### config.mk
export PLATFORM = sky130hd
export DESIGN_NAME = bd2_front
export DESIGN_NICKNAME = d
export VERILOG_FILES = /design/src/rtl/core/bd2_pkg.sv /design/src/rtl/core/bd2_front.sv
export SDC_FILE = /design/constraint.sdc
export NUM_CORES = 1
export LEC_CHECK = 0
export ABC_AREA = 1
export BUFFER_PORTS_ARGS = -buffer_cell sky130_fd_sc_hd__buf_4
export CAP_MARGIN = 20
export CORE_ASPECT_RATIO = 0.5
export CORE_MARGIN = 4
export CORE_UTILIZATION = 50
export DETAILED_ROUTE_END_ITERATION = 10
export GPL_TIMING_DRIVEN = 0
export PLACE_DENSITY_LB_ADDON = 0.2
export SETUP_SLACK_MARGIN = 0.02
export SLEW_MARGIN = 20
export SYNTH_ARGS = -nofsm -noshare
export SYNTH_HDL_FRONTEND = slang
export SYNTH_SLANG_ARGS = --single-unit
### constraint.sdc
create_clock -name clk -period 4.8 [get_ports clk]
set_input_delay 0 -clock clk [delete_from_list [all_inputs] [get_ports clk]]
set_output_delay 0 -clock clk [all_outputs]
set_load 0.02 [all_outputs]
### src/rtl/core/bd2_pkg.sv
`timescale 1ns / 1ps
// ----------------------------------------------------------------------------
// bd2_pkg: shared definitions for the 2x2 box downsampler
// Register indexes, reset values, limits and the operation passed from the
// front end to the back end.
// ----------------------------------------------------------------------------
package bd2_pkg;

    localparam int DEFAULT_MAX_WIDTH       = 4096;
    localparam int DEFAULT_MAX_PIXEL_BYTES = 4;

    localparam int HEIGHT_LIMIT      = 4096;
    localparam int WIDTH_RESET       = 640;
    localparam int HEIGHT_RESET      = 480;
    localparam int PIXEL_BYTES_RESET = 4;

    localparam int SAMPLE_W = 8;
    localparam int PAIR_W   = 9;
    localparam int DIM_W    = 13;
    localparam int ROW_W    = 12;
    localparam int PB_CFG_W = 3;
    localparam int CFG_IDX_W  = 2;
    localparam int CFG_DATA_W = 13;

    localparam int QUEUE_DEPTH = 4;

    localparam logic [CFG_IDX_W-1:0] REG_IMAGE_WIDTH  = 2'd0;
    localparam logic [CFG_IDX_W-1:0] REG_IMAGE_HEIGHT = 2'd1;
    localparam logic [CFG_IDX_W-1:0] REG_PIXEL_BYTES  = 2'd2;

    typedef struct packed {
        logic              emit;
        logic              last;
        logic [PAIR_W-1:0] pair;
    } bd2_op_t;

endpackage

### src/rtl/core/bd2_front.sv
`timescale 1ns / 1ps
// ----------------------------------------------------------------------------
// bd2_front: input counters and pair classification
// Tracks channel, column and row, holds the left byte of each pair and
// issues line store writes (even rows) or emit operations (odd rows).
// ----------------------------------------------------------------------------
module bd2_front #(
    parameter int MAX_WIDTH       = bd2_pkg::DEFAULT_MAX_WIDTH,
    parameter int MAX_PIXEL_BYTES = bd2_pkg::DEFAULT_MAX_PIXEL_BYTES,
    localparam int XW = ($clog2(MAX_WIDTH) < 2) ? 2 : $clog2(MAX_WIDTH),
    localparam int WW = $clog2(MAX_WIDTH + 1),
    localparam int CW = (MAX_PIXEL_BYTES < 2) ? 1 : $clog2(MAX_PIXEL_BYTES),
    localparam int PW = $clog2(MAX_PIXEL_BYTES + 1),
    localparam int AW = XW - 1 + CW
) (
    input  logic                          clk,
    input  logic                          rst_n,
    input  logic                          in_valid,
    output logic                          in_ready,
    input  logic [bd2_pkg::SAMPLE_W-1:0]  sample,
    input  logic [WW-1:0]                 width_lim,
    input  logic [bd2_pkg::DIM_W-1:0]     height_lim,
    input  logic [PW-1:0]                 pb_lim,
    input  logic                          q_full,
    output logic                          q_push,
    output bd2_pkg::bd2_op_t              q_op,
    output logic [AW-1:0]                 q_addr
);

    logic [XW-1:0]                    x_reg;
    logic [XW-1:0]                    x_next;
    logic [bd2_pkg::ROW_W-1:0]        y_reg;
    logic [bd2_pkg::ROW_W-1:0]        y_next;
    logic [CW-1:0]                    c_reg;
    logic [CW-1:0]                    c_next;
    logic [bd2_pkg::SAMPLE_W-1:0]     hold_reg [MAX_PIXEL_BYTES];

    logic [WW-1:0]                    x1;
    logic [bd2_pkg::DIM_W-1:0]        y1;
    logic [PW-1:0]                    c1;
    logic [WW-1:0]                    used_w;
    logic [bd2_pkg::DIM_W-1:0]        used_h;
    logic                             accept;
    logic                             chan_ok;
    logic                             in_area;

    assign x1     = WW'(x_reg) + WW'(1);
    assign y1     = bd2_pkg::DIM_W'(y_reg) + bd2_pkg::DIM_W'(1);
    assign c1     = PW'(c_reg) + PW'(1);
    assign used_w = {width_lim[WW-1:1], 1'b0};
    assign used_h = {height_lim[bd2_pkg::DIM_W-1:1], 1'b0};

    assign in_ready = !q_full;
    assign accept   = in_valid && in_ready;
    assign chan_ok  = (c1 <= pb_lim);
    assign in_area  = x_reg[0] && (x1 <= used_w) && (y1 <= used_h);

    assign q_push    = accept && chan_ok && in_area;
    assign q_op.emit = y_reg[0];
    assign q_op.last = (x1 == used_w) && (y1 == used_h) && (c1 == pb_lim);
    assign q_op.pair = bd2_pkg::PAIR_W'(hold_reg[c_reg]) + bd2_pkg::PAIR_W'(sample);
    assign q_addr    = {x_reg[XW-1:1], c_reg};

    always_comb
    begin
        c_next = c_reg;
        x_next = x_reg;
        y_next = y_reg;
        if (c1 >= pb_lim)
        begin
            c_next = '0;
            if (x1 >= width_lim)
            begin
                x_next = '0;
                if (y1 >= height_lim)
                    y_next = '0;
                else
                    y_next = y1[bd2_pkg::ROW_W-1:0];
            end
            else
            begin
                x_next = x1[XW-1:0];
            end
        end
        else
        begin
            c_next = c1[CW-1:0];
        end
    end

    always_ff @(posedge clk or negedge rst_n)
    begin
        if (!rst_n)
        begin
            x_reg <= '0;
            y_reg <= '0;
            c_reg <= '0;
        end
        else if (accept)
        begin
            x_reg <= x_next;
            y_reg <= y_next;
            c_reg <= c_next;
        end
    end

    always_ff @(posedge clk)
    begin
        if (accept && chan_ok && !x_reg[0])
            hold_reg[c_reg] <= sample;
    end

endmodule

==> flow_summary.toml <==
[run_status]
status = "complete, no violations"

[synthesis]
yosys.cell_types.count = 35
syn_nets = 613
synthCells = 526
synthesis.area_um2 = 4173
ys_seq_area_share_pct = 38.62
avgSynthCellArea_um2 = 7.933
ys_warn_count = 0
ys_seq_elements = 58

[grt]
overflow = 0
antenna_found_initial = 0
first_global_vias = 3575
grtUsageTotal_pct = 19.98
grt_start_max_net_pins = 27
grt_pass1_wl_mm = 15.66

[placement]
dpl.hpwl_mm = 6.757
dp_slack_ns = 1.374
gp_congestion = 0.8750
portBuffers = 66

[detailed_routing]
drt_iter0_drc = 134
wl_mm = 9.162
ant_nets = 0
vias = 3620
viasPerCell = 4.952
dr.pass1.iters = 4
wl_per_cell_um = 12.53
drc = 0

[floorplan]
start_util_pct = 51.79
fp.dieArea_um2 = 9960
die_w_um = 137.2
fp.coreArea_um2 = 8058
die-height_um = 72.60
num_rows = 23
ios = 67

[clock_network]
cts_sinks = 58
cts_hold_buf = 11
clkLatencyLatePin_ns = 0.33
clock_path_buffers = 2
clkTransAtPathRegs_ns = 0.05
htree_levels = 3
numCtsBuffers = 9
cts_root_buf = "clkbuf_16"
cts_setup_buffers = 0
cts_tree = "yes"
ctsResizeCount = 0

[power]
p_leak_uw = 0.002677
powerDensity_nw_per_um2 = 454.8
ir_drop_uv = 323.4

[finish]
syn_to_final_growth_pct = 24.74
fill_cells = 728
antenna_cells = 0
mostFrequentLayoutCell = "nand2_1"
drive_gt1_share_pct = 17.93
nets = 701
largest_register_ffs = 32
seq_area_um2 = 1612
final_cell_mix = "nand2_1, inv_1, buf_4, ha_1, nor2_1"
multiInputGateArea_um2 = 2086

[worst_setup_path]
r2r-end = "hold_reg[3][4]"
worstSetupEndpointType = "register"
reg2reg_depth = 9
path_class = "reg -> reg"
cp_data_required_time_ns = 4.75
rrSetupSlack_ns = 1.34
path_max_fanout = 11
reg2reg_from = "c_reg[0]"
worstPathArrival_ns = 3.41
cp-start-kind = "register"

[timing]
tightest_slew_ns = 0.8508
setup_viol = 0
fmax_mhz = 289.2
finalSetupTns_ns = 0
period_share_pct = 72.04
fin_crit_ns = 3.458
drv_slew = 0
rsz0062_at_grt = "no"
skew_ns = 0.004666
slew_headroom_pct = 43.07
fin_ws_ns = 1.342
finalHoldViolCount = 0

[min_path]
min_path_type = "in -> async"

[job]
maxCapViolCount = 0
-- through the flow --
step                      hold slack (ns)  cells  area, um^2  utilization (%)  total power, uW
after CTS                          0.1287    731        5205            64.60             2390
after global routing               0.1460    731        5205            64.60             2548
after floorplan                   -0.2956    526        4173                -             1390
after detailed placement         -0.05790    704        4808            59.67             1750
after global placement           -0.05822    704        4808            59.67             1725
final                              0.1303    731        5205            64.60             2367
-- area by class of cell --
| class | count | area share [%] |
|---|---|---|
| clock inverters | 6 | 1.106 |
| repair buffers | 77 | 11.63 |
| multi-input cells | 359 | 40.07 |
| clock buffers | 10 | 4.399 |
| well taps | 112 | 2.692 |
| inverters | 88 | 6.346 |
| plain buffers | 21 | 2.788 |
| flip-flops and latches | 58 | 30.96 |
-- power breakdown --
group          switching (uW)  internal [uW]
Clock                     222            396
Combinational             653            457
Sequential               53.8            585
-- how the worst max path moves through the flow --
stage	startpoint	end	slack (ns)	cells after the start
after floorplan	c_reg[0]	hold_reg[0][0]	2.04	10
after global placement	c_reg[0]	hold_reg[3][1]	1.44	9
after detailed placement	c_reg[0]	hold_reg[3][1]	1.37	9
after CTS	c_reg[0]	hold_reg[3][0]	1.33	9
after global routing	c_reg[0]	hold_reg[3][4]	1.04	9
final	c_reg[0]	hold_reg[3][4]	1.34	9
-- routing by layer --
layer / GRT usage, % / share of wire, % / routed length (um)
met1: 23.76 / 44 / 4023
met2: 36.19 / 50 / 4611
met3: 5.096 / 4.7 / 429
met4: 5.642 / 1.0 / 96
met5: 0 / 0 / 0
-- critical path, cell delays in order (launching register included) --
cell      delay, ns
dfrtp_1        0.44
clkbuf_1       0.36
inv_1          0.26
buf_2          0.26
ha_1           0.33
ha_1           0.30
nand3_1        0.16
nand2_1        0.13
nand3_1        0.15
nor2_1         0.69
-- cells by family after synthesis --
family	count (synthesis)	share of synthesized area, %
and+or+nand+nor	229	23.57
AOI/OAI and AO/OA	67	8.876
xor gates and xnor gates	17	3.568
adders and majority gates	46	13.97
DFF	58	38.62
buffers and inverters	109	11.39
-- Yosys cell counts (all sizes together) --
library cell	number	area, um^2
o211ai	1	7.510
nand4	6	37.54
nor2	46	190.2
o22ai	12	75.07
o21ai	35	182.7
xor2	11	96.34
fa	1	20.02
nand3	30	162.7
and2	1	6.260
a21boi	1	7.510
nand2	139	539.3
clkbuf	4	15.01
dfrtp	26	650.6
ha	45	563.0
edfxtp	32	960.9
buf	17	130.1
a21oi	17	88.84
inv	88	330.3
a32oi	1	8.760
nand3b	2	15.01
nor4	2	12.51
xnor2	6	52.55
nor3	3	20.02
(Power assumes the default switching activity.)
