`config.mk`:
```
export PLATFORM = sky130hd
export DESIGN_NAME = bd2_queue
export DESIGN_NICKNAME = d
export VERILOG_FILES = /design/src/rtl/core/bd2_pkg.sv /design/src/rtl/core/bd2_queue.sv
export SDC_FILE = /design/constraint.sdc
export NUM_CORES = 1
export LEC_CHECK = 0
export BUFFER_PORTS_ARGS = -buffer_cell sky130_fd_sc_hd__buf_2
export CAP_MARGIN = 25
export CELL_PAD_IN_SITES_DETAIL_PLACEMENT = 1
export CELL_PAD_IN_SITES_GLOBAL_PLACEMENT = 2
export CORE_MARGIN = 3
export CORE_UTILIZATION = 41
export CTS_BUF_LIST = sky130_fd_sc_hd__clkbuf_8
export CTS_CLUSTER_DIAMETER = 100
export DETAILED_ROUTE_END_ITERATION = 8
export MAX_ROUTING_LAYER = met4
export PLACE_DENSITY_LB_ADDON = 0.1
export SLEW_MARGIN = 20
export SYNTH_ARGS = -nofsm -noshare
export SYNTH_HDL_FRONTEND = slang
export SYNTH_SLANG_ARGS = --single-unit
```
`constraint.sdc`:
```
create_clock -name clk -period 1.52 [get_ports clk]
set_input_delay 0.228 -clock clk [delete_from_list [all_inputs] [get_ports clk]]
set_output_delay 0.228 -clock clk [all_outputs]
set_load 0.02 [all_outputs]
```
`src/rtl/core/bd2_pkg.sv`:
```
`timescale 1ns / 1ps
// ----------------------------------------------------------------------------
// bd2_pkg: shared definitions for the 2x2 box downsampler
// Register indexes, reset values, limits and the operation passed from the
// front end to the back end.
// ----------------------------------------------------------------------------
package bd2_pkg;

    localparam int DEFAULT_MAX_WIDTH       = 4096;
    localparam int DEFAULT_MAX_PIXEL_BYTES = 4;

    localparam int HEIGHT_LIMIT      = 4096;
    localparam int WIDTH_RESET       = 640;
    localparam int HEIGHT_RESET      = 480;
    localparam int PIXEL_BYTES_RESET = 4;

    localparam int SAMPLE_W = 8;
    localparam int PAIR_W   = 9;
    localparam int DIM_W    = 13;
    localparam int ROW_W    = 12;
    localparam int PB_CFG_W = 3;
    localparam int CFG_IDX_W  = 2;
    localparam int CFG_DATA_W = 13;

    localparam int QUEUE_DEPTH = 4;

    localparam logic [CFG_IDX_W-1:0] REG_IMAGE_WIDTH  = 2'd0;
    localparam logic [CFG_IDX_W-1:0] REG_IMAGE_HEIGHT = 2'd1;
    localparam logic [CFG_IDX_W-1:0] REG_PIXEL_BYTES  = 2'd2;

    typedef struct packed {
        logic              emit;
        logic              last;
        logic [PAIR_W-1:0] pair;
    } bd2_op_t;

endpackage

```
`src/rtl/core/bd2_queue.sv`:
```
`timescale 1ns / 1ps
// ----------------------------------------------------------------------------
// bd2_queue: short operation queue
// Small FIFO that decouples the front end from the back end.
// ----------------------------------------------------------------------------
module bd2_queue #(
    parameter int DATA_W = 16
) (
    input  logic              clk,
    input  logic              rst_n,
    input  logic              push,
    input  logic [DATA_W-1:0] push_data,
    output logic              full,
    input  logic              pop,
    output logic              not_empty,
    output logic [DATA_W-1:0] head_data
);

    localparam int DEPTH = bd2_pkg::QUEUE_DEPTH;
    localparam int PTRW  = $clog2(DEPTH);
    localparam int CNTW  = $clog2(DEPTH + 1);

    logic [DATA_W-1:0] entry_reg [DEPTH];
    logic [PTRW-1:0]   wr_ptr_reg;
    logic [PTRW-1:0]   rd_ptr_reg;
    logic [CNTW-1:0]   count_reg;
    logic [CNTW-1:0]   count_next;

    assign full      = (count_reg == CNTW'(DEPTH));
    assign not_empty = (count_reg != '0);
    assign head_data = entry_reg[rd_ptr_reg];

    always_comb
    begin
        count_next = count_reg;
        if (push && !pop)
            count_next = count_reg + CNTW'(1);
        else if (pop && !push)
            count_next = count_reg - CNTW'(1);
    end

    always_ff @(posedge clk or negedge rst_n)
    begin
        if (!rst_n)
        begin
            wr_ptr_reg <= '0;
            rd_ptr_reg <= '0;
            count_reg  <= '0;
        end
        else
        begin
            if (push)
                wr_ptr_reg <= wr_ptr_reg + PTRW'(1);
            if (pop)
                rd_ptr_reg <= rd_ptr_reg + PTRW'(1);
            count_reg <= count_next;
        end
    end

    always_ff @(posedge clk)
    begin
        if (push)
            entry_reg[wr_ptr_reg] <= push_data;
    end

endmodule

```
==> run_results.csv, run 1 <==
group,metric,value,unit
run_status,status,"finished, violations left",
run_status,violations,"setup timing",
synthesis,synthSimpleGateAreaFrac,1.823,%
synthesis,synth_top_area_cell,"edfxtp_1",
floorplanning,fp.dieW,87.83,um
timing,finalHoldViolCount,0,
synthesis,synthMuxAreaShare,14.63,%
synthesis,yosys_register_bits,71,
power_and_ir_drop,vdd_ir_drop_max,0.8993,mV
timing,maxSlewHeadroom,85.84,%
synthesis,ys_seq_area_share,76.39,%
critical_path,critPathArrivalTime,1.61,ns
synthesis,synth-edff-count,64,
synthesis,synth_warnings,0,
clock_network,clock_latency,0.34,ns
timing,fmax,0.5426,GHz
placement,gp_congestion,0.6709,
timing,timing.final.ws_setup,-0.3228,ns
grt,grt_pass1_vias,1495,
worst_hold_path,worstHoldPathType,"in2reg",
clock_network,htreeDepth,3,
critical_path,cp.required,1.29,ns
power_and_ir_drop,internal-power,0.004605,W
floorplanning,initial_core_util,42.74,%
timing,rsz0062_at_grt,"true",
clock_network,cts_sinks,71,
grt,grt_antenna_before_repair,0,
floorplanning,fp-row-count,29,
power_and_ir_drop,pwr_density_cell,1968,mW/mm^2
routing,drt_iter0_markers,65,
clock_network,cts_tree,"yes",
power_and_ir_drop,swShare,31.61,%
power_and_ir_drop,clkPwrFrac,18.7,%
critical_path,worst_path_max_delay_cell,"mux4_2",
synthesis,synthAdderAreaFrac,3.008,%
critical_path,cpMostUsedCell,"buf_6",
cells_and_area,utilization,53.28,%
critical_path,crit_fanout,6,
cells_and_area,stdcell_area,0.003422,mm^2
power_and_ir_drop,p_sw,0.002128,W
cells_and_area,antenna_cells,0,
placement,hpwl,3355,um
placement,placed_area,0.003126,mm^2
worst_hold_path,whs_path_depth,1,
synthesis,synth_top_family_by_area,"multiplexers",
critical_path,crit_path_cell_trace,"buf_6 -> mux4_2 -> buf_6",
routing,vias,1307,
synthesis,async_flop_share,9.859,%
grt,grt.overflow.total,0,
timing,setup_viol,16,
clock_network,clk_pin_slew,0.07,ns
timing,fin_skew,0.01220,ns
synthesis,ys.flop_type,"edfxtp_1",
critical_path,cp_slowest_stage_delay,0.52,ns
grt,grt_pass1_wl,8059,um
grt,grt_max_degree,17,
critical_path,worstSetupPathType,"reg2out",
run,maxCapViolations,0,
floorplanning,die_area,0.007713,mm^2
routing,viasPerCell,5.027,
synthesis,syn_nets,144,
timing,slew_violations,0,
synthesis,synthCells,118,
cells_and_area,nets,205,
cells_and_area,drive_above_1_share,46.99,%
cells_and_area,syn2layout_area_growth,24.66,%
timing,tightest_slew,0.2123,ns
timing,min_period_over_period,121.2,%
power_and_ir_drop,leakage,1.248,nW
synthesis,synth_top_area_share,70.01,%
routing,drt_wl_total,5102,um
synthesis,synthesis.area,0.002745,mm^2
power_and_ir_drop,combPwrFrac,40.5,%
clock_network,cts_buffer_depth,2,
synthesis,synthXorXnorAreaFrac,1.914,%
critical_path,ff2ff_path_depth,5,
power_and_ir_drop,seq_power_share,40.8,%
clock_network,cts.root.buffer_cell,"clkbuf_8",
floorplanning,io_pins,38,
cells_and_area,largest_reg_flops,64,
synthesis,synth-compound-area-share,0.1823,%
placement,io_buffers,37,
synthesis,netlist_top_cells_area,"edfxtp_1, mux4_1, mux4_2",
placement,post-place-ws,-0.08900,ns
routing,drt-pass1-iter-count,4,
grt,track_usage,15.32,%
critical_path,cp-end-kind,"primary output",
synthesis,avgSynthCellArea,23.26,um^2
routing,wl_per_cell,19.62,um
routing,ant_nets,0,
critical_path,cp-start-kind,"flip-flop",
routing,drc,0,
timing,finalCriticalPeriod,1.843,ns
synthesis,yosysUniqueCellTypes,19,
floorplanning,chipHeight,87.83,um
clock_network,cts_buffers,9,
floorplanning,core_area,0.006422,mm^2
worst max-delay path: cells and delay by family (launching register included):
kind,cells,cell delay [ns]
buf+inv,2,0.33
flops,1,0.43
mux,1,0.52
power by group through the flow:
stage	Sequential, W	Combinational, W	Clock [W]
4_1_cts	0.00275	0.00278	0.00130
3_3_place_gp	0.00275	0.00215	0
2_1_floorplan	0.00272	0.00147	0
5_1_grt	0.00279	0.00294	0.00138
3_5_place_dp	0.00279	0.00220	0
6_report	0.00275	0.00273	0.00126
logic make-up after synthesis:
| family | Yosys count |
|---|---|
| compound gates | 1 |
| xor+xnor | 6 |
| fa+ha+maj | 6 |
| buf+inv | 8 |
| flops | 71 |
| mux | 17 |
| simple gates | 9 |
metrics by stage:
step / setup TNS [ns] / power (W) / std cells / hold slack [ns]
floorplan: 0 / 0.004197 / 118 / -0.06759
global placement: 0 / 0.004903 / 240 / 0.07938
detailed placement: -0.08900 / 0.004991 / 240 / 0.08828
CTS: -5.320 / 0.006825 / 260 / 0.08402
global route: -5.855 / 0.007101 / 260 / 0.09281
finish: -4.914 / 0.006733 / 260 / 0.09954
routing by layer:
layer,track usage [%],part of all wire (%)
met4,8.368,2.2
met1,17.54,42
met5,-,0
met2,25.34,53
met3,2.916,3.3
cell type report:
class	instances	area, um^2
Clock buffer	9	123.9
Clock inverter	6	38.79
Fill cell	583	3000
Inverter	4	15.01
Multi-Input combinational cell	39	564.3
Sequential cell	71	2097
Tap cell	77	96.34
Timing Repair Buffer	54	486.7
path summary, 6_finish.rpt:
path                                                   to                       from  slack, ns
worst min-delay path            entry_reg[3][6]$_DFFE_PP_               push_data[6]        0.1
worst max register to register   count_reg[2]$_DFFE_PN0P_   count_reg[0]$_DFFE_PN0P_       0.10
worst max-delay path                         head_data[8]  rd_ptr_reg[0]$_DFFE_PN0P_      -0.32
max in group asynchronous        count_reg[2]$_DFFE_PN0P_                      rst_n       1.06
min in group asynchronous        count_reg[0]$_DFFE_PN0P_                      rst_n       0.28
worst min register to register  wr_ptr_reg[0]$_DFFE_PN0P_  wr_ptr_reg[0]$_DFFE_PN0P_       0.55
cell usage after synthesis (2+ instances only):
cell type,n
buf_2,2
dfrtp_1,7
xnor2_1,2
inv_1,4
xor2_1,4
mux4_2,8
edfxtp_1,64
nand2_1,2
and2_1,4
ha_1,5
mux4_1,8
layout by cell type (no fill, tap or decap), types with 2 or more instances in the layout:
cell | Yosys | layout
edfxtp_1 | 64 | 64
buf_6 | 1 | 21
buf_2 | 2 | 20
mux4_2 | 8 | 16
clkbuf_8 | 0 | 9
buf_4 | 0 | 8
dfrtp_1 | 7 | 7
ha_1 | 5 | 5
inv_1 | 4 | 4
and2_1 | 4 | 4
xor2_1 | 4 | 4
buf_12 | 1 | 4
clkinv_2 | 0 | 3
xnor2_1 | 2 | 2
nand2_1 | 2 | 2
clkinvlp_4 | 0 | 2
what timing repair did:
| item | in CTS | in global routing |
|---|---|---|
| setup endpoints to repair | 17 | 18 |
| buffers inserted | 4 | 0 |
| resized for setup | 45 | 2 |
| hold buffers | 1 | 0 |
| pin swaps | 2 | 3 |
| endpoints found under the hold margin | 7 | 0 |
(Power assumes the default switching activity.)
==> run 2: changes to the inputs <==
--- a/config.mk
+++ b/config.mk
@@ -9,13 +9,13 @@
 export CAP_MARGIN = 25
 export CELL_PAD_IN_SITES_DETAIL_PLACEMENT = 1
 export CELL_PAD_IN_SITES_GLOBAL_PLACEMENT = 2
+export CORE_ASPECT_RATIO = 0.9
 export CORE_MARGIN = 3
-export CORE_UTILIZATION = 41
-export CTS_BUF_LIST = sky130_fd_sc_hd__clkbuf_8
+export CORE_UTILIZATION = 39
 export CTS_CLUSTER_DIAMETER = 100
 export DETAILED_ROUTE_END_ITERATION = 8
 export MAX_ROUTING_LAYER = met4
-export PLACE_DENSITY_LB_ADDON = 0.1
+export PLACE_DENSITY_LB_ADDON = 0.3
 export SLEW_MARGIN = 20
 export SYNTH_ARGS = -nofsm -noshare
 export SYNTH_HDL_FRONTEND = slang
==> run 2 against run 1 <==
Net effect: the flow still finishes with violations (setup timing); first-iteration DRC count is 7.7% lower; clock-buffer cell count is 2 higher; wire length is 3.7% lower; register-to-register slack hardly changed; worst setup slack better by 0.012 ns; clock power is 11% higher; maximum frequency is 0.68% higher; utilization is 1.7 points lower; clock skew is 0.0054 ns lower; die area is 4.8% higher; sequential share of layout area is 0.48 points lower.
==> run_results.csv, run 2 (synthesis gave the netlist of run 1 again) <==
group,metric,value,unit
run_status,status,"finished, violations left",
run_status,violations,"setup timing",
cells_and_area,layout_commonest_cell,"edfxtp_1",
critical_path,crit_fanout,6,
routing,viasPerCell,4.792,
clock_network,clk_pin_slew,0.07,ns
grt,track_usage,13.80,%
clock_network,cts_buffer_depth,2,
grt,grt_pass1_vias,1514,
grt,grt_max_degree,17,
critical_path,worst_path_max_delay_cell,"mux4_2",
clock_network,cts_tree,"yes",
timing,tightest_slew,0.1603,ns
critical_path,crit_path_cell_trace,"buf_8 -> mux4_2 -> buf_6",
timing,whs,0.1087,ns
floorplanning,io_pins,38,
cells_and_area,nets,206,
floorplanning,core_area,0.006691,mm^2
critical_path,worstSetupPathType,"reg2out",
placement,hpwl,3286,um
critical_path,cp.required,1.29,ns
routing,drt-pass1-iter-count,4,
critical_path,cp-start-kind,"flip-flop",
timing,maxSlewHeadroom,89.20,%
floorplanning,initial_core_util,41.02,%
timing,finalHoldViolCount,0,
floorplanning,fp.dieW,94.44,um
clock_network,cts.root.buffer_cell,"clkbuf_8",
routing,ant_nets,0,
timing,setup_viol,16,
cells_and_area,layout_common_cells,"edfxtp_1, buf_2, buf_6",
run,maxCapViolations,0,
power_and_ir_drop,pwr_density_cell,1986,mW/mm^2
timing,fmax,0.5463,GHz
critical_path,cp_slowest_stage_delay,0.53,ns
routing,drt_iter0_markers,60,
timing,fin_skew,0.006769,ns
placement,io_buffers,37,
critical_path,critPathArrivalTime,1.60,ns
grt,grt_pass1_wl,7935,um
cells_and_area,antenna_cells,0,
timing,finalCriticalPeriod,1.830,ns
clock_network,clock_latency,0.33,ns
cells_and_area,utilization,51.61,%
routing,drc,0,
critical_path,cp-end-kind,"primary output",
timing,slew_violations,0,
timing,timing.final.ws_setup,-0.3104,ns
clock_network,cts_sinks,71,
routing,drt_wl_total,4912,um
timing,rsz0062_at_grt,"true",
placement,gp_congestion,0.6510,
cells_and_area,stdcell_area,0.003453,mm^2
grt,grt_antenna_before_repair,0,
routing,vias,1313,
floorplanning,fp-row-count,28,
timing,min_period_over_period,120.4,%
floorplanning,chipHeight,85.59,um
power_and_ir_drop,vdd_ir_drop_max,0.7791,mV
placement,placed_area,0.003132,mm^2
floorplanning,die_area,0.008083,mm^2
grt,grt.overflow.total,0,
timing,setup_tns,-4.533,ns
power_and_ir_drop,leakage,1.258,nW
clock_network,htreeDepth,3,
worst_hold_path,worstHoldPathType,"in2reg",
routing,wl_per_cell,17.93,um
cells_and_area,largest_reg_flops,64,
cells_and_area,syn2layout_area_growth,25.80,%
cells_and_area,drive_above_1_share,48.37,%
clock_network,cts_buffers,9,
[run 2: final timing paths]
kind / start / endpoint / slack (ns) / cells after the start
worst max-delay path: rd_ptr_reg[0]$_DFFE_PN0P_ / head_data[9] / -0.31 / 3
worst min register to register: wr_ptr_reg[0]$_DFFE_PN0P_ / wr_ptr_reg[0]$_DFFE_PN0P_ / 0.53 / 1
worst min-delay path: push_data[14] / entry_reg[0][14]$_DFFE_PP_ / 0.11 / 1
min in group asynchronous: rst_n / rd_ptr_reg[1]$_DFFE_PN0P_ / 0.25 / 2
max in group asynchronous: rst_n / count_reg[1]$_DFFE_PN0P_ / 1.09 / 2
worst max register to register: count_reg[0]$_DFFE_PN0P_ / count_reg[2]$_DFFE_PN0P_ / 0.11 / 5
[run 2: area by class of cell]
class	instances	area [um^2]
multi-input cells	39	574.3
inverters	4	15.01
repair buffers	55	473.0
clock buffers	11	131.4
well taps	90	112.6
clock inverters	4	47.55
fillers	608	3238
flip-flops and latches	71	2100
[run 2: repair_timing]
item	CTS	global route
setup endpoints to repair	17	19
resized for setup	45	7
hold buffers	1	0
pin swaps	0	2
endpoints found under the hold margin	7	0
setup buffers	2	1
[run 2: worst max-delay path: cells and delay by family (launching register included)]
kind	cells	cell delay, ns
buffers and inverters	2	0.30
muxes	1	0.53
DFF	1	0.43
[run 2: report_power, final]
| part | switching (W) | internal, W | total, W |
|---|---|---|---|
| Combinational | 0.00127 | 0.00144 | 0.00270 |
| Clock | 0.000653 | 0.000744 | 0.00140 |
| Sequential | 0.000171 | 0.00259 | 0.00276 |
| Total | 0.00209 | 0.00477 | 0.00686 |
[run 2: stage by stage]
stage	cells	power (W)	setup slack, ns
2_1_floorplan	118	0.004197	0.09420
3_3_place_gp	255	0.004861	0.02477
3_5_place_dp	255	0.004951	-0.02025
4_1_cts	273	0.006904	-0.3371
5_1_grt	274	0.007245	-0.3802
6_report	274	0.006858	-0.3104
[run 2: layer usage]
layer  up-vias  track usage [%]  share of wire [%]
li1        594                -                  -
met1       684            16.62                 43
met2        28            22.23                 52
met3         7            4.474                4.8
met4         0            4.331               0.86
met5         -                -                  0
==> run 3: changes to the inputs <==
--- a/config.mk
+++ b/config.mk
@@ -9,11 +9,11 @@
 export CAP_MARGIN = 25
 export CELL_PAD_IN_SITES_DETAIL_PLACEMENT = 1
 export CELL_PAD_IN_SITES_GLOBAL_PLACEMENT = 2
-export CORE_ASPECT_RATIO = 0.9
 export CORE_MARGIN = 3
 export CORE_UTILIZATION = 39
 export CTS_CLUSTER_DIAMETER = 100
 export DETAILED_ROUTE_END_ITERATION = 8
+export GPL_TIMING_DRIVEN = 0
 export MAX_ROUTING_LAYER = met4
 export PLACE_DENSITY_LB_ADDON = 0.3
 export SLEW_MARGIN = 20
==> run 3 against run 2 <==
Net effect: the flow still finishes with violations (setup timing); flip-flop and latch count stayed put; utilization rose by 1.2 points; via count down 1.3%; final area up 0.36%; total power increased by 2.6%; non-clock buffer count shrank 3; critical path depth is 1 higher; sequential share of layout area is 0.26 points lower; critical path type unchanged.
==> run_results.csv, run 3 (synthesis gave the netlist of run 1 again) <==
group,metric,value,unit
grt,grt_antenna_before_repair,0,
routing,drt-pass1-iter-count,4,
power_and_ir_drop,clkPwrFrac,19.4,%
grt,grt_pass1_vias,1477,
routing,wl_per_cell,18.72,um
clock_network,cts.root.buffer_cell,"clkbuf_8",
cells_and_area,fin_cells,275,
floorplanning,core_area,0.006568,mm^2
floorplanning,die_area,0.008081,mm^2
power_and_ir_drop,power,0.007038,W
clock_network,htreeDepth,3,
timing,setup_tns,-5.061,ns
timing,fin_skew,0.001864,ns
critical_path,cp-end-kind,"primary output",
clock_network,clk_pin_slew,0.07,ns
floorplanning,chipHeight,89.90,um
run,maxCapViolations,0,
clock_network,cts_buffers,9,
routing,viasPerCell,4.713,
grt,grt_pass1_wl,8252,um
worst_hold_path,worstHoldPathType,"in2reg",
clock_network,clock_latency,0.33,ns
timing,fmax,0.5375,GHz
cells_and_area,antenna_cells,0,
placement,gp_congestion,0.6368,
floorplanning,fp-row-count,29,
routing,drt_wl_total,5149,um
placement,place_inst,248,
timing,finalHoldViolCount,0,
power_and_ir_drop,pwr_density_cell,2031,mW/mm^2
routing,drt_iter0_markers,90,
cells_and_area,nets,203,
cells_and_area,fillerInstances,594,
floorplanning,initial_core_util,41.80,%
clock_network,cts_sinks,71,
cells_and_area,layout_common_cells,"edfxtp_1, buf_6, buf_2",
critical_path,cp-start-kind,"flip-flop",
timing,maxSlewHeadroom,70.19,%
timing,whs,0.1126,ns
floorplanning,io_pins,38,
routing,vias,1296,
grt,grt.overflow.total,0,
cells_and_area,seq_area,0.002098,mm^2
placement,post-place-ws,-0.2598,ns
grt,grt_max_degree,17,
timing,timing.final.ws_setup,-0.3406,ns
critical_path,worstSetupPathType,"reg2out",
cells_and_area,drive_above_1_share,47.80,%
timing,tightest_slew,0.4471,ns
critical_path,critPathArrivalTime,1.63,ns
routing,ant_nets,0,
power_and_ir_drop,internal-power,0.004888,W
timing,slew_violations,0,
power_and_ir_drop,seq_power_share,38.8,%
placement,io_buffers,37,
power_and_ir_drop,leakage,1.261,nW
clock_network,cts_tree,"yes",
power_and_ir_drop,vdd_ir_drop_max,0.8092,mV
timing,finalCriticalPeriod,1.861,ns
run_status,status,"finished, violations left",
placement,hpwl,3239,um
clock_network,cts_buffer_depth,2,
timing,rsz0062_at_grt,"true",
cells_and_area,largest_reg_flops,64,
critical_path,crit_fanout,6,
timing,setup_viol,16,
critical_path,cp.required,1.29,ns
cells_and_area,layout_commonest_cell,"edfxtp_1",
run_status,violations,"setup timing",
floorplanning,fp.dieW,89.90,um
power_and_ir_drop,p_sw,0.002150,W
routing,drc,0,
grt,track_usage,14.12,%
cells_and_area,multiInputGateArea,589.3,um^2
cells_and_area,syn2layout_area_growth,26.25,%
power_and_ir_drop,swShare,30.55,%
timing,min_period_over_period,122.4,%
power_and_ir_drop,combPwrFrac,41.8,%
==> run 3: final cells by class <==
class,count,share of cell area [%]
inverters,4,0.4332
clock inverters,7,1.552
well taps,93,3.357
multi-input cells,39,17.00
plain buffers,4,1.444
repair buffers,48,12.09
clock buffers,9,3.574
flip-flops and latches,71,60.54
==> run 3: worst paths after layout <==
kind,startpoint,to,slack [ns],cells after the start
worst max-delay path,rd_ptr_reg[0]$_DFFE_PN0P_,head_data[10],-0.34,4
worst min-delay path,push_data[6],entry_reg[3][6]$_DFFE_PP_,0.11,1
worst max register to register,count_reg[0]$_DFFE_PN0P_,count_reg[2]$_DFFE_PN0P_,0.08,5
worst min register to register,wr_ptr_reg[0]$_DFFE_PN0P_,wr_ptr_reg[0]$_DFFE_PN0P_,0.53,1
max in group asynchronous,rst_n,count_reg[1]$_DFFE_PN0P_,1.10,2
min in group asynchronous,rst_n,count_reg[2]$_DFFE_PN0P_,0.25,2
==> run 3: power by group through the flow <==
stage | sequential [W] | combinational, W | clock [W]
final | 0.00273 | 0.00294 | 0.00137
after detailed placement | 0.00279 | 0.00207 | 0
after global placement | 0.00274 | 0.00200 | 0
after global routing | 0.00277 | 0.00316 | 0.00149
after floorplan | 0.00272 | 0.00147 | 0
after CTS | 0.00274 | 0.00286 | 0.00141
==> run 3: stage by stage <==
stage | instance area, um^2 | util (%)
floorplan | 2745 | -
global placement | 3047 | 46.39
detailed placement | 3047 | 46.39
CTS | 3422 | 52.11
global route | 3466 | 52.77
finish | 3466 | 52.77
==> run 3: timing repair <==
action,4_1_cts,5_1_grt
hold endpoints to repair,7,0
endpoints found under the setup margin,81,67
resized for setup,51,10
pin swaps,0,4
buffers inserted,7,2
hold buffers,1,0
cloned,1,0
==> run 3: worst max-delay path, cell delays in order (launching register included) <==
cell and delay, ns:
dfrtp_1 0.34, buf_6 0.15, buf_12 0.13, mux4_2 0.52, buf_6 0.15
==> run 3: metal layers <==
metal  vias to the layer above  track usage [%]  wire length, um
met4                         0            4.592               27
met5                         -                -                0
li1                        586                -                -
met1                       674            16.67             2158
met3                         4            4.424              192
met2                        32            23.25             2771
